## src/hw/rtl/lfp_pkg.sv

```systemverilog
// shared types and constants of the lidar frame parser
package lfp_pkg;

    localparam int HDR_LEN = 16;

    // result kinds
    localparam logic [1:0] KIND_POINT  = 2'd0;
    localparam logic [1:0] KIND_HEADER = 2'd1;
    localparam logic [1:0] KIND_ERROR  = 2'd2;

    // result status codes
    localparam logic [2:0] ST_OK       = 3'd0;
    localparam logic [2:0] ST_PREAMBLE = 3'd1;
    localparam logic [2:0] ST_DEVICE   = 3'd2;
    localparam logic [2:0] ST_FRAME    = 3'd3;
    localparam logic [2:0] ST_TRUNC    = 3'd4;
    localparam logic [2:0] ST_TOO_MANY = 3'd5;

    // configuration register indexes
    localparam logic [1:0] CFG_PREAMBLE = 2'd0;
    localparam logic [1:0] CFG_DEVICE   = 2'd1;
    localparam logic [1:0] CFG_FRAME    = 2'd2;

    typedef struct packed {
        logic [15:0] preamble;
        logic [3:0]  device;
        logic [3:0]  frame;
    } cfg_t;

    // one request from the byte front end to the result back end
    typedef struct packed {
        logic [1:0]  kind;
        logic [2:0]  status;
        logic        trunc;       // truncated error follows this result
        logic [8:0]  index;
        logic [15:0] intensity;
        logic [15:0] range_mm;
        logic [7:0]  step_byte;
        logic        first;
        logic        last;
        logic [3:0]  head;
        logic [3:0]  frame_no;
        logic [9:0]  count;
        logic [31:0] ts;
        logic [15:0] start_ang;
        logic [15:0] stop_ang;
        logic [15:0] divisor;
        logic        fmt0;
        logic        div_en;
    } cmd_t;

endpackage

```

## src/hw/rtl/lfp_front.sv

```systemverilog
// byte front end: header capture, checks, record assembly
module lfp_front #(
    parameter int MAX_POINTS = 512
) (
    input  logic          clk,
    input  logic          rst_n,
    input  lfp_pkg::cfg_t cfg,
    input  logic          s_tvalid,
    output logic          s_tready,
    input  logic [7:0]    s_tdata,
    input  logic          s_tlast,
    input  logic          q_full,
    output logic          push,
    output lfp_pkg::cmd_t cmd
);
    import lfp_pkg::*;

    localparam int PDW = $clog2(MAX_POINTS + 1);
    localparam logic [15:0] MAXP = 16'(MAX_POINTS);

    logic [6:0]     pos_reg, pos_next;
    logic [PDW-1:0] pd_reg, pd_next;
    logic           disc_reg, disc_next;
    logic [7:0]     hdr_reg [HDR_LEN];
    logic [7:0]     rec0_reg, rec1_reg, rec2_reg;

    logic        accept, main_v, disc_set;
    logic [15:0] cnt, limit16;
    logic [6:0]  ds, off;
    logic [4:0]  code_p1;
    logic [16:0] pd_plus;
    logic [7:0]  b;

    assign s_tready = !q_full;
    assign accept   = s_tvalid && !q_full;
    assign b        = s_tdata;
    assign cnt      = {hdr_reg[12], hdr_reg[13]};
    assign limit16  = (cnt > MAXP) ? MAXP : cnt;
    assign code_p1  = {1'b0, hdr_reg[3][7:4]} + 5'd1;
    assign ds       = ({code_p1, 2'b00} < 7'(HDR_LEN)) ? 7'(HDR_LEN) : {code_p1, 2'b00};
    assign off      = pos_reg - ds;
    assign pd_plus  = 17'(pd_reg) + 17'd1;

    always_comb
    begin
        pos_next = pos_reg;
        pd_next  = pd_reg;
        disc_set = 1'b0;
        main_v   = 1'b0;
        cmd      = '0;
        if (!disc_reg)
        begin
            if (pos_reg < 7'(HDR_LEN))
            begin
                pos_next = pos_reg + 7'd1;
                if (pos_reg == 7'd1 && {hdr_reg[0], b} != cfg.preamble)
                begin
                    main_v = 1'b1; disc_set = 1'b1;
                    cmd.kind = KIND_ERROR; cmd.status = ST_PREAMBLE;
                end
                else if (pos_reg == 7'd2 && b[7:4] != cfg.device)
                begin
                    main_v = 1'b1; disc_set = 1'b1;
                    cmd.kind = KIND_ERROR; cmd.status = ST_DEVICE;
                end
                else if (pos_reg == 7'd2 && b[3:0] != cfg.frame)
                begin
                    main_v = 1'b1; disc_set = 1'b1;
                    cmd.kind = KIND_ERROR; cmd.status = ST_FRAME;
                end
                else if (pos_reg == 7'(HDR_LEN - 1))
                begin
                    main_v        = 1'b1;
                    cmd.kind      = KIND_HEADER;
                    cmd.status    = (cnt > MAXP) ? ST_TOO_MANY : ST_OK;
                    cmd.head      = hdr_reg[8][7:4];
                    cmd.frame_no  = hdr_reg[3][3:0];
                    cmd.count     = 10'(limit16);
                    cmd.ts        = {hdr_reg[4], hdr_reg[5], hdr_reg[6], hdr_reg[7]};
                    cmd.start_ang = {hdr_reg[10], hdr_reg[11]};
                    cmd.stop_ang  = {hdr_reg[14], b};
                    cmd.divisor   = cnt - 16'd1;
                    cmd.fmt0      = (hdr_reg[8][3:0] == 4'd0);
                    cmd.div_en    = (hdr_reg[8][3:0] == 4'd0) && (cnt > 16'd1);
                    pd_next       = '0;
                    disc_set      = (limit16 == 16'd0);
                end
            end
            else if (pos_reg < ds)
            begin
                pos_next = pos_reg + 7'd1;
            end
            else if (off < 7'd3)
            begin
                pos_next = pos_reg + 7'd1;
            end
            else
            begin
                main_v        = 1'b1;
                cmd.kind      = KIND_POINT;
                cmd.status    = ST_OK;
                cmd.index     = 9'(pd_reg);
                cmd.intensity = (hdr_reg[8][3:0] == 4'd0) ? {rec0_reg, rec1_reg}
                                                          : {8'd0, rec0_reg};
                cmd.range_mm  = {rec2_reg, b};
                cmd.step_byte = rec1_reg;
                cmd.first     = (pd_reg == '0);
                cmd.last      = (pd_plus >= {1'b0, limit16});
                pd_next       = PDW'(pd_plus);
                pos_next      = ds;
                disc_set      = (pd_plus >= {1'b0, limit16});
            end
        end
        disc_next = disc_reg || disc_set;
        if (s_tlast)
        begin
            pos_next  = '0;
            pd_next   = '0;
            disc_next = 1'b0;
            if (!(disc_reg || disc_set))
            begin
                if (main_v)
                    cmd.trunc = 1'b1;
                else
                begin
                    main_v     = 1'b1;
                    cmd.kind   = KIND_ERROR;
                    cmd.status = ST_TRUNC;
                end
            end
        end
    end

    assign push = accept && main_v;

    always_ff @(posedge clk or negedge rst_n)
    begin
        if (!rst_n)
        begin
            pos_reg  <= '0;
            pd_reg   <= '0;
            disc_reg <= 1'b0;
        end
        else if (accept)
        begin
            pos_reg  <= pos_next;
            pd_reg   <= pd_next;
            disc_reg <= disc_next;
        end
    end

    // header and record bytes, payload only
    always_ff @(posedge clk)
    begin
        if (accept && !disc_reg)
        begin
            if (pos_reg < 7'(HDR_LEN))
                hdr_reg[pos_reg[3:0]] <= b;
            else if (pos_reg >= ds)
            begin
                case (off)
                    7'd0:    rec0_reg <= b;
                    7'd1:    rec1_reg <= b;
                    7'd2:    rec2_reg <= b;
                    default: ;
                endcase
            end
        end
    end

endmodule

```

## src/hw/rtl/lfp_queue.sv

```systemverilog
// short request queue between front and back end
module lfp_queue #(
    parameter int DEPTH = 4
) (
    input  logic          clk,
    input  logic          rst_n,
    input  logic          push,
    input  lfp_pkg::cmd_t din,
    input  logic          pop,
    output lfp_pkg::cmd_t dout,
    output logic          not_empty,
    output logic          full
);
    import lfp_pkg::*;

    localparam int PW = (DEPTH > 1) ? $clog2(DEPTH) : 1;
    localparam int CW = $clog2(DEPTH + 1);

    cmd_t          mem [DEPTH];
    logic [PW-1:0] wr_reg, rd_reg;
    logic [CW-1:0] cnt_reg;
    logic          do_push, do_pop;

    assign full      = (cnt_reg == CW'(DEPTH));
    assign not_empty = (cnt_reg != '0);
    assign do_push   = push && !full;
    assign do_pop    = pop && not_empty;
    assign dout      = mem[rd_reg];

    always_ff @(posedge clk or negedge rst_n)
    begin
        if (!rst_n)
        begin
            wr_reg  <= '0;
            rd_reg  <= '0;
            cnt_reg <= '0;
        end
        else
        begin
            if (do_push)
                wr_reg <= (wr_reg == PW'(DEPTH - 1)) ? '0 : wr_reg + PW'(1);
            if (do_pop)
                rd_reg <= (rd_reg == PW'(DEPTH - 1)) ? '0 : rd_reg + PW'(1);
            if (do_push && !do_pop)
                cnt_reg <= cnt_reg + CW'(1);
            else if (do_pop && !do_push)
                cnt_reg <= cnt_reg - CW'(1);
        end
    end

    always_ff @(posedge clk)
    begin
        if (do_push)
            mem[wr_reg] <= din;
    end

endmodule

```

## src/hw/rtl/lfp_back.sv

```systemverilog
// result back end: angle step divider, angle accumulation, output register
module lfp_back #(
    parameter int ANGLE_FRAC_BITS = 8
) (
    input  logic          clk,
    input  logic          rst_n,
    input  lfp_pkg::cmd_t cmd,
    input  logic          cmd_valid,
    output logic          cmd_pop,
    output logic          m_tvalid,
    input  logic          m_tready,
    output logic [127:0]  m_tdata,
    output logic [1:0]    m_tuser,
    output logic          m_tlast
);
    import lfp_pkg::*;

    localparam int AW = 16 + ANGLE_FRAC_BITS;
    localparam int CW = $clog2(AW + 1);
    localparam logic [AW-1:0] FULL_TURN = AW'(64'd36000 << ANGLE_FRAC_BITS);

    typedef enum logic [1:0] {S_RUN, S_DIV, S_FIX} state_t;

    typedef struct packed {
        logic [2:0]  pad;
        logic [38:0] ts;
        logic [9:0]  count;
        logic [3:0]  frame_no;
        logic [3:0]  head;
        logic [23:0] angle;
        logic [15:0] range_mm;
        logic [15:0] intensity;
        logic [8:0]  index;
        logic [2:0]  status;
    } res_t;

    state_t        state_reg, state_next;
    logic [CW-1:0] cnt_reg, cnt_next;
    logic [15:0]   rem_reg, rem_next, dvs_reg, dvs_next;
    logic [AW-1:0] quo_reg, quo_next, acc_reg, acc_next, step_reg, step_next;
    logic          neg_reg, neg_next, fmt0_reg, fmt0_next;
    logic          tp_reg, tp_next, ov_reg, ov_next, last_reg, last_next;
    logic [1:0]    kind_reg, kind_next;
    res_t          res_reg, res_next;
    logic [3:0]    head_reg, head_next, fno_reg, fno_next;
    logic [9:0]    count_reg, count_next;
    logic [38:0]   ts_reg, ts_next;

    logic          can_load;
    logic [16:0]   rem_sh, diff;
    logic          ge;
    logic [AW-1:0] red, start_sh, add, wrapped, ang, mag_sh;
    logic [AW:0]   sum;
    logic [15:0]   mag;
    logic [38:0]   ts100;

    assign can_load = !ov_reg || m_tready;
    assign cmd_pop  = (state_reg == S_RUN) && !tp_reg && can_load && cmd_valid;

    // restoring division step, one quotient bit per cycle
    assign rem_sh = {rem_reg, quo_reg[AW-1]};
    assign ge     = rem_sh >= {1'b0, dvs_reg};
    assign red    = (quo_reg >= FULL_TURN) ? quo_reg - FULL_TURN : quo_reg;

    assign start_sh = AW'(cmd.start_ang) << ANGLE_FRAC_BITS;
    assign diff     = {1'b0, cmd.stop_ang} - {1'b0, cmd.start_ang};
    assign mag      = diff[16] ? 16'(-diff) : diff[15:0];
    assign mag_sh   = AW'(mag) << ANGLE_FRAC_BITS;
    assign ts100    = 39'(cmd.ts) * 39'd100;

    assign add     = fmt0_reg ? step_reg : (AW'(cmd.step_byte) << ANGLE_FRAC_BITS);
    assign sum     = {1'b0, acc_reg} + {1'b0, add};
    assign wrapped = (sum >= {1'b0, FULL_TURN}) ? AW'(sum - {1'b0, FULL_TURN}) : sum[AW-1:0];
    assign ang     = cmd.first ? acc_reg : wrapped;

    always_comb
    begin
        state_next = state_reg;
        cnt_next   = cnt_reg;
        rem_next   = rem_reg;
        dvs_next   = dvs_reg;
        quo_next   = quo_reg;
        acc_next   = acc_reg;
        step_next  = step_reg;
        neg_next   = neg_reg;
        fmt0_next  = fmt0_reg;
        head_next  = head_reg;
        fno_next   = fno_reg;
        count_next = count_reg;
        ts_next    = ts_reg;
        tp_next    = tp_reg;
        ov_next    = ov_reg && !m_tready;
        kind_next  = kind_reg;
        last_next  = last_reg;
        res_next   = res_reg;

        unique case (state_reg)
            S_DIV:
            begin
                rem_next = ge ? 16'(rem_sh - {1'b0, dvs_reg}) : rem_sh[15:0];
                quo_next = {quo_reg[AW-2:0], ge};
                cnt_next = cnt_reg - CW'(1);
                if (cnt_reg == CW'(1))
                    state_next = S_FIX;
            end
            S_FIX:
            begin
                step_next  = (neg_reg && red != '0) ? FULL_TURN - red : red;
                state_next = S_RUN;
            end
            default: ;
        endcase

        if (tp_reg && can_load)
        begin
            ov_next   = 1'b1;
            tp_next   = 1'b0;
            kind_next = KIND_ERROR;
            last_next = 1'b0;
            res_next  = '0;
            res_next.status = ST_TRUNC;
        end
        else if (cmd_pop)
        begin
            ov_next   = 1'b1;
            tp_next   = cmd.trunc;
            kind_next = cmd.kind;
            last_next = 1'b0;
            res_next  = '0;
            res_next.status = cmd.status;
            case (cmd.kind)
                KIND_HEADER:
                begin
                    head_next  = cmd.head;
                    fno_next   = cmd.frame_no;
                    count_next = cmd.count;
                    ts_next    = ts100;
                    fmt0_next  = cmd.fmt0;
                    acc_next   = (start_sh >= FULL_TURN) ? start_sh - FULL_TURN : start_sh;
                    step_next  = '0;
                    res_next.head     = cmd.head;
                    res_next.frame_no = cmd.frame_no;
                    res_next.count    = cmd.count;
                    res_next.ts       = ts100;
                    if (cmd.div_en)
                    begin
                        rem_next   = '0;
                        dvs_next   = cmd.divisor;
                        quo_next   = mag_sh;
                        neg_next   = diff[16];
                        cnt_next   = CW'(AW);
                        state_next = S_DIV;
                    end
                end
                KIND_POINT:
                begin
                    acc_next  = ang;
                    last_next = cmd.last;
                    res_next.index     = cmd.index;
                    res_next.intensity = cmd.intensity;
                    res_next.range_mm  = cmd.range_mm;
                    res_next.angle     = 24'(ang);
                    res_next.head      = head_reg;
                    res_next.frame_no  = fno_reg;
                    res_next.count     = count_reg;
                    res_next.ts        = ts_reg;
                end
                default: ;
            endcase
        end
    end

    always_ff @(posedge clk or negedge rst_n)
    begin
        if (!rst_n)
        begin
            state_reg <= S_RUN;
            tp_reg    <= 1'b0;
            ov_reg    <= 1'b0;
            cnt_reg   <= '0;
        end
        else
        begin
            state_reg <= state_next;
            tp_reg    <= tp_next;
            ov_reg    <= ov_next;
            cnt_reg   <= cnt_next;
        end
    end

    always_ff @(posedge clk)
    begin
        rem_reg   <= rem_next;
        dvs_reg   <= dvs_next;
        quo_reg   <= quo_next;
        acc_reg   <= acc_next;
        step_reg  <= step_next;
        neg_reg   <= neg_next;
        fmt0_reg  <= fmt0_next;
        head_reg  <= head_next;
        fno_reg   <= fno_next;
        count_reg <= count_next;
        ts_reg    <= ts_next;
        kind_reg  <= kind_next;
        last_reg  <= last_next;
        res_reg   <= res_next;
    end

    assign m_tvalid = ov_reg;
    assign m_tdata  = res_reg;
    assign m_tuser  = kind_reg;
    assign m_tlast  = last_reg;

endmodule

```

## src/hw/rtl/lidar_frame_parser_core.sv

```systemverilog
// top level of the lidar datagram parser
// path: a request from an accepted byte goes through the request queue and then the output
//   register; a truncated error that follows another result of the same byte is shown after that result
// throughput: one byte per cycle; after a header of format 0 with more than one point the
//   back end runs its bit-serial step divider (S_DIV, then S_FIX), points wait in
//   the request queue and the input stalls once the queue is full
// reset: rst_n clears parser position, queue, divider control and the config registers
module lidar_frame_parser_core #(
    parameter int MAX_POINTS      = 512,
    parameter int ANGLE_FRAC_BITS = 8,
    parameter int QUEUE_DEPTH     = 4
) (
    input  logic         clk,
    input  logic         rst_n,
    // configuration write channel
    input  logic         cfg_valid,
    output logic         cfg_ready,
    input  logic [1:0]   cfg_index,
    input  logic [15:0]  cfg_data,
    // byte stream in
    input  logic         s_tvalid,
    output logic         s_tready,
    input  logic [7:0]   s_tdata,    // byte_value
    input  logic         s_tlast,    // end_of_datagram
    // results out
    output logic         m_tvalid,
    input  logic         m_tready,
    // status[2:0], point_index[11:3], intensity[27:12], range_mm[43:28],
    // angle_centideg[67:44], head_flag[71:68], frame_number[75:72],
    // point_count[85:76], timestamp_scaled[124:86], zero fill[127:125]
    output logic [127:0] m_tdata,
    output logic [1:0]   m_tuser,    // kind
    output logic         m_tlast     // last_point
);
    import lfp_pkg::*;

    cfg_t cfg_reg;
    cmd_t f_cmd, q_cmd;
    logic f_push, q_full, q_ne, b_pop;

    // config registers are always writable
    assign cfg_ready = 1'b1;

    always_ff @(posedge clk or negedge rst_n)
    begin
        if (!rst_n)
            cfg_reg <= '0;
        else if (cfg_valid)
        begin
            case (cfg_index)
                CFG_PREAMBLE: cfg_reg.preamble <= cfg_data;
                CFG_DEVICE:   cfg_reg.device   <= cfg_data[3:0];
                CFG_FRAME:    cfg_reg.frame    <= cfg_data[3:0];
                default:      ;
            endcase
        end
    end

    // front end walks the datagram and turns bytes into requests
    lfp_front #(
        .MAX_POINTS(MAX_POINTS)
    ) u_front (
        .clk      (clk),
        .rst_n    (rst_n),
        .cfg      (cfg_reg),
        .s_tvalid (s_tvalid),
        .s_tready (s_tready),
        .s_tdata  (s_tdata),
        .s_tlast  (s_tlast),
        .q_full   (q_full),
        .push     (f_push),
        .cmd      (f_cmd)
    );

    // decouples the byte side from divider stalls and output back pressure
    lfp_queue #(
        .DEPTH(QUEUE_DEPTH)
    ) u_queue (
        .clk       (clk),
        .rst_n     (rst_n),
        .push      (f_push),
        .din       (f_cmd),
        .pop       (b_pop),
        .dout      (q_cmd),
        .not_empty (q_ne),
        .full      (q_full)
    );

    // back end computes angles and drives the output register
    lfp_back #(
        .ANGLE_FRAC_BITS(ANGLE_FRAC_BITS)
    ) u_back (
        .clk       (clk),
        .rst_n     (rst_n),
        .cmd       (q_cmd),
        .cmd_valid (q_ne),
        .cmd_pop   (b_pop),
        .m_tvalid  (m_tvalid),
        .m_tready  (m_tready),
        .m_tdata   (m_tdata),
        .m_tuser   (m_tuser),
        .m_tlast   (m_tlast)
    );

    // front never pushes into a full queue
    a_no_overflow: assert property (@(posedge clk) disable iff (!rst_n)
        f_push |-> !q_full)
        else $error("request pushed into full queue");

    // back end only pops a present request
    a_no_underflow: assert property (@(posedge clk) disable iff (!rst_n)
        b_pop |-> q_ne)
        else $error("request popped from empty queue");

    // point results always carry an ok status
    a_point_status: assert property (@(posedge clk) disable iff (!rst_n)
        (m_tvalid && m_tuser == KIND_POINT) |-> (m_tdata[2:0] == ST_OK))
        else $error("point result with error status");

endmodule
```

## config.mk

```make
export PLATFORM = sky130hd
export DESIGN_NAME = lidar_frame_parser_core
export DESIGN_NICKNAME = d
export VERILOG_FILES = /design/src/hw/rtl/lfp_pkg.sv /design/src/hw/rtl/lfp_front.sv /design/src/hw/rtl/lfp_queue.sv /design/src/hw/rtl/lfp_back.sv /design/src/hw/rtl/lidar_frame_parser_core.sv
export SDC_FILE = /design/constraint.sdc
export NUM_CORES = 2
export LEC_CHECK = 0
export BUFFER_PORTS_ARGS = -buffer_cell sky130_fd_sc_hd__buf_2
export CORE_MARGIN = 4
export CORE_UTILIZATION = 35
export DETAILED_ROUTE_END_ITERATION = 8
export GPL_TIMING_DRIVEN = 0
export HOLD_SLACK_MARGIN = 0.06
export PLACE_DENSITY = 0.46
export SYNTH_ARGS = -nofsm -noshare
export SYNTH_HDL_FRONTEND = slang
export SYNTH_HIERARCHICAL = 1
export SYNTH_SLANG_ARGS = --single-unit
```

## constraint.sdc

```tcl
create_clock -name clk -period 29 [get_ports clk]
set_clock_uncertainty 0.2 [all_clocks]
set_input_delay 5.8 -clock clk [delete_from_list [all_inputs] [get_ports clk]]
set_output_delay 5.8 -clock clk [all_outputs]
set_load 0.05 [all_outputs]
```

==> After elaboration in Yosys (flattened, before gate mapping) <==
Memories as Yosys holds them, arrays and structs flattened.
Index checks and enable logic that the tools add are counted.
{ "totals": {"romBits": 0, "n_memories": 2, "wordCells": 252, "latchBits": 0, "ram_bits": 756, "in_bits": 32, "out_inout_bits": 134, "regBits": 371} }
{ "memory_table": {"columns": ["name", "words", "word_bits", "rd", "rd_ports_with_merged_regs", "write_ports", "line", "rtl"], "rows": [
  ["u_queue.mem", 4, 157, 1, 0, 1, "lfp_queue.sv:19", "cmd_t mem [DEPTH];"],
  ["u_front.hdr_reg", 16, 8, 12, 0, 1, "lfp_front.sv:24", "logic [7:0] hdr_reg [HDR_LEN];"]
]} }
{ "classes": {"muxes": 106, "reduce_logical": 49, "addsub": 18, "div_mod_pow": 0, "eq_ne": 24, "shifts": 0, "bitwise_logic": 2, "mul": 1, "order_cmp": 12} }
{ "ops": {"columns": ["operator", "n"], "rows": [
  ["$mux 100", 5],
  ["$mux 24", 15],
  ["$mux 51", 3],
  ["$mux 151", 1],
  ["$mux 16", 9],
  ["$pmux 57 s2", 1],
  ["$mux 10", 9],
  ["$sub 24x24->24 const B", 3],
  ["$mux 65", 1],
  ["$mux 5", 11],
  ["$ge 24x24->1 const B", 2],
  ["$pmux 24 s2", 1],
  ["$mux 7", 6],
  ["$mul 32x5->37 const B", 1],
  ["$ge 17x16->1", 2],
  ["$mux 1", 30],
  ["$add 24x24->25", 1],
  ["$ge 25x24->1 const B", 1],
  ["$reduce_bool 24->1", 1],
  ["$sub 24x24->24 const A", 1],
  ["$logic_and 1x1->1", 17],
  ["$sub 16x16->17", 1],
  ["$gt 16x1->1 const B", 1],
  ["$gt 16x10->1 const B", 1],
  ["46 further kinds", 88]
]} }

==> Longest topological paths before layout <==
An unclocked memory read counts as a cell.
{ "depth": {"word_depth": 19, "ltp_mapped": 21, "depth_no_buf": 19} }

==> Hierarchy <==
Netlist, hierarchy kept.
{ "by_module_without_submodules": {"columns": ["module", "instances", "cells_each", "area_each_um2"], "rows": [
  ["lfp_queue", 1, 858, 23085.9],
  ["lfp_back", 1, 2207, 19329.8],
  ["lfp_front", 1, 664, 7347.0],
  ["lidar_frame_parser_core", 1, 54, 930.9]
]} }

==> Worst setup path before layout <==
No wires, ideal clock.
{ "synth_timing": {"kind": "input to register", "start": "input port s_tdata[3]", "end": "memory u_queue/mem[3][0] in the netlist's numbering (enable)", "arrival_time_ns": 13.095, "path_buffers": 0, "slack_ns": 15.026, "required_time_ns": 28.121, "cell_stages": 7, "cell_sequence": "xor2_1 -> nor4_1 -> nand4_1 -> a41o_2 -> o41a_1 -> nand2_1 -> nor2_1"} }
{ "synth_between": {"elab_chain_len": 14} }
{ "synth_lines": {"columns": ["element", "line", "rtl"], "rows": [
  ["start, declared", "lidar_frame_parser_core.sv:23", "input logic [7:0] s_tdata,"],
  ["$ne 4x4->1", "lfp_front.sv:66", "else if (pos_reg == 7'd2 && b[3:0] != cfg.frame)"],
  ["$logic_and 1x1->1", "lfp_front.sv:66", null],
  ["$mux 1", "lfp_front.sv:66", null],
  ["$mux 1", "lfp_front.sv:61", "else if (pos_reg == 7'd2 && b[7:4] != cfg.device)"],
  ["$mux 1", "lfp_front.sv:56", "if (pos_reg == 7'd1 && {hdr_reg[0], b} != cfg.preamble)"],
  ["$mux 1", "lfp_front.sv:53", "if (pos_reg < 7'(HDR_LEN))"],
  ["$mux 1", "lfp_front.sv:51", "if (!disc_reg)"],
  ["$logic_or 1x1->1", "lfp_front.sv:120", "if (!(disc_reg || disc_set))"],
  ["$mux 1", "lfp_front.sv:120", null],
  ["$mux 1 (*)", "lfp_front.sv:115", "if (s_tlast)"],
  ["$logic_and 1x1->1 (*)", "lfp_front.sv:134", "assign push = accept && main_v;"],
  ["named net f_push", "lidar_frame_parser_core.sv:39", "logic f_push, q_full, q_ne, b_pop;"],
  ["$logic_and 1x1->1 (*)", "lfp_queue.sv:26", "assign do_push = push && !full;"],
  ["$mux 1 (*)", "lfp_queue.sv:53", "if (do_push)"],
  ["$mux 1 (implied by the code) (*)", "lfp_queue.sv:54", "mem[wr_reg] <= din;"],
  ["end, declared", "lfp_queue.sv:19", null]
]} }
Mark *: on every way through the listed nets, which the timed path passes. The rest lies on a longest branch.

==> Final worst setup path <==
{ "layout_timing": {"start": "input port m_tready", "end": "register u_queue.cnt_reg[1]"} }
{ "layout_between": {"elab_chain_len": 7} }
{ "layout_lines": {"columns": ["element", "line", "rtl"], "rows": [
  ["start, declared", "lidar_frame_parser_core.sv:27", "input logic m_tready,"],
  ["$logic_or 1x1->1 (*)", "lfp_back.sv:57", "assign can_load = !ov_reg || m_tready;"],
  ["$logic_and 1x1->1 (*) (2 in a row)", "lfp_back.sv:58", "assign cmd_pop = (state_reg == S_RUN) && !tp_reg && can_load && cmd_valid;"],
  ["named net b_pop", "lidar_frame_parser_core.sv:39", null],
  ["$logic_and 1x1->1 (*)", "lfp_queue.sv:27", "assign do_pop = pop && not_empty;"],
  ["$logic_not 1->1", "lfp_queue.sv:44", "if (do_push && !do_pop)"],
  ["$logic_and 1x1->1", "lfp_queue.sv:44", null],
  ["$mux 3 / $reduce_bool 2->1 (equally long branches)", null, null],
  ["end signal, assigned", "lfp_queue.sv:45", "cnt_reg <= cnt_reg + CW'(1);"],
  ["end signal, assigned", "lfp_queue.sv:47", "cnt_reg <= cnt_reg - CW'(1);"],
  ["end, declared", "lfp_queue.sv:21", "logic [CW-1:0] cnt_reg;"]
]} }
Marks and branches as above.
A chain may end at the register's enable or synchronous reset.

==> impl_metrics.yaml <==
yosys:
  ys_async_sr_fraction_pct: 5.306
  netlist.area_leader.share_pct: 50.05
  post_synth_inst_count: 3783
  ys_ff_latch: 1093
  ys_warn_count: 6
  synth_area_leaders: "edfxtp_1 50%, dfxtp_1 7.5%, mux4_2 7.0%, ha_1 4.8%, dfrtp_1 2.9%"
  synth_xor_area_share_pct: 3.006
  yosysUniqueCellTypes: 105
  synth_adder_area_share_pct: 6.101
  netlist_area_um2: 50690
  synth_top_area_cell: "edfxtp_1"
  seq_area_frac_synth_pct: 60.42
  synth_edf_count: 845
  synth_compound_area_share_pct: 7.733
  synth_top_family_by_area: "multiplexers"
  synth_simple_gate_area_share_pct: 9.651
  synth_flop_cell: "edfxtp_1"
  synthMuxAreaShare_pct: 9.841
  avgSynthCellArea_um2: 13.40
route:
  vias: 31463
  drt-total-wl_um: 141700
  drt_iter0_drc: 2144
  antenna_left: 0
  drcViolationCount: 0
  vias_per_cell: 5.160
  dr.pass1.iters: 6
  wire_per_inst_um: 23.25
cells_and_area:
  diodes: 0
  stdcell_area_um2: 58520
  fin_nets: 4348
  layout-drive-gt1-share_pct: 16.31
  final_common_cell: "edfxtp_1"
  syn_to_final_growth_pct: 15.44
  final_cell_mix: "845 x edfxtp_1, 256 x nand2_1, 240 x nor2_1"
  num-fill-cells: 13545
  largest_reg_flops: 628
timing:
  hold_viol_final: 0
  fmax_mhz: 99.28
  fin_setup_tns_ns: 0
  grt_setup_unrepaired: "no"
  fin_crit_ns: 10.07
  tightest_slew_ns: 1.458
  max_slew_margin_pct: 2.425
  setup_viol: 0
  slew_viol_final: 0
  fin_crit_sh_pct: 34.73
clock_network:
  cts_buffer_depth: 3
  h-tree-depth: 3
  clk_pin_slew_ns: 0.06
  clk_latency_ns: 0.74
  cts_tree: "done"
  cts_resized: 0
  root_buffer: "clkbuf_16"
  numCtsBuffers: 119
  cts_hold_buf: 0
  post_cts_buffers: 0
  cts_sinks: 1093
pwr:
  p_leak_uw: 0.02158
  power_density_nw_per_um2: 75.49
  peakVddDrop_mv: 0.04941
placement:
  port_buffers: 159
  hpwl_um: 100100
  dpl_cell_area_um2: 54390
  gp_congestion: 0.8354
floorplanning:
  ioPinCount: 166
  core_um2: 143800
  die_y_um: 388.6
  start_util_pct: 35.25
  rows: 139
  dieArea_um2: 151000
  die_x_um: 388.6
global_routing:
  grt.overflow.total: 0
  grt_max_degree: 50
  grt_pass1_vias: 31664
  grt_use_total_pct: 18.63
  grt_pass1_wl_um: 210800
  antenna_found_initial: 12
worst_setup_path:
  path_max_fanout: 10
  critical_path_class: "in2reg"
  worstPathArrival_ns: 10.49
  end_kind: "flip-flop"
  critPathRequiredTime_ns: 29.41
  cp-start-kind: "input port"
outcome:
  status: "finished clean"
hold_path:
  hold_path_class: "reg2reg"
flow_run:
  drv_cap: 0
-- routing by layer --
metal  vias to the layer above  track usage (%)  share of wire, %  routed length [um]
met5                         -                0                 0                   0
met4                         0            4.158               1.7                2393
met3                       154            2.322               4.5                6320
met2                       660            30.22                47               66690
met1                     15895            26.82                47               66330
li1                      14754                -                 -                   -
-- cell families (layout without fill, tap and decap cells) --
group,after synthesis,in the layout
other cells,3,7
fa+ha+maj,228,228
buf+inv,382,789
compound gates,612,612
xor+xnor,174,174
flops,1093,1093
simple gates,994,994
mux,297,297
-- power breakdown --
part	switching, uW	internal [uW]
Combinational	577	337
Sequential	37.2	1880
Clock	649	933
-- worst paths after layout --
| check | start | end | slack, ns | cells after the start |
|---|---|---|---|---|
| worst min-delay path | u_back/m_tdata[35] | u_back/m_tdata[35] | 0.25 | 2 |
| worst max-delay path | m_tready | u_queue/cnt_reg[1] | 18.93 | 12 |
| worst max register to register | u_queue/rd_reg[1] | u_back/m_tdata[123] | 22.02 | 18 |
| min in group asynchronous | rst_n | cfg_reg[20] | 4.72 | 1 |
| max in group asynchronous | rst_n | u_back/cnt_reg[1] | 23.32 | 2 |
| worst min register to register | u_back/m_tdata[35] | u_back/m_tdata[35] | 0.25 | 2 |
-- cell type report --
cell class                 instances  area [um2]  share of cell area, %
multi-input combinational       2312       18470                  31.55
inverter                         203       763.2                  1.304
clock buffer                     155        3276                  5.597
buffer                           179       882.1                  1.507
timing repair buffer             180        1274                  2.176
clock inverter                    72       850.8                  1.454
sequential                      1093       30630                  52.34
tap                             1903        2381                  4.069
-- through the flow --
step / hold slack (ns) / total power [uW] / instances / util, % / worst slack, ns
after CTS: 0.2508 / 4480 / 6096 / 40.68 / 18.94
final: 0.2454 / 4418 / 6097 / 40.69 / 18.93
after detailed placement: 0.2431 / 2881 / 5869 / 37.81 / 18.13
after global placement: 0.2405 / 2909 / 5849 / 37.46 / 7.196
after global routing: 0.2673 / 4641 / 6097 / 40.69 / 18.85
after floorplan: 0.2471 / 2589 / 3787 / - / 15.03
-- cells in the mapped netlist (12+ instances only) --
cell	instances
o21ai_0	115
inv_1	200
o21a_1	15
nand2b_1	12
ha_1	196
xor2_1	82
nor4_1	25
and3_1	42
mux2i_1	99
a21oi_1	229
clkbuf_1	115
dfrtp_1	58
o211ai_1	13
a21o_1	43
o31ai_1	18
mux4_2	157
mux2_2	41
buf_6	15
a31oi_1	17
nor2b_1	19
or3_1	19
nand4_1	17
a211oi_1	33
buf_2	29
nor3_1	73
nand2_1	256
and2_1	135
nor2_1	242
xnor2_1	92
nand3_1	92
fa_1	32
dfxtp_1	190
edfxtp_1	845
-- critical path: stages --
cell and delay, ns:
buf_2 0.10, nor2b_1 0.08, nor2_1 0.13, nand3_1 0.60, inv_1 0.49, clkbuf_1 1.06, clkbuf_1 0.70, nand2_1 0.44
ha_1 0.35, inv_1 0.07, fa_1 0.40, mux2_2 0.26
Note: power is estimated with default switching activity, not from simulation.
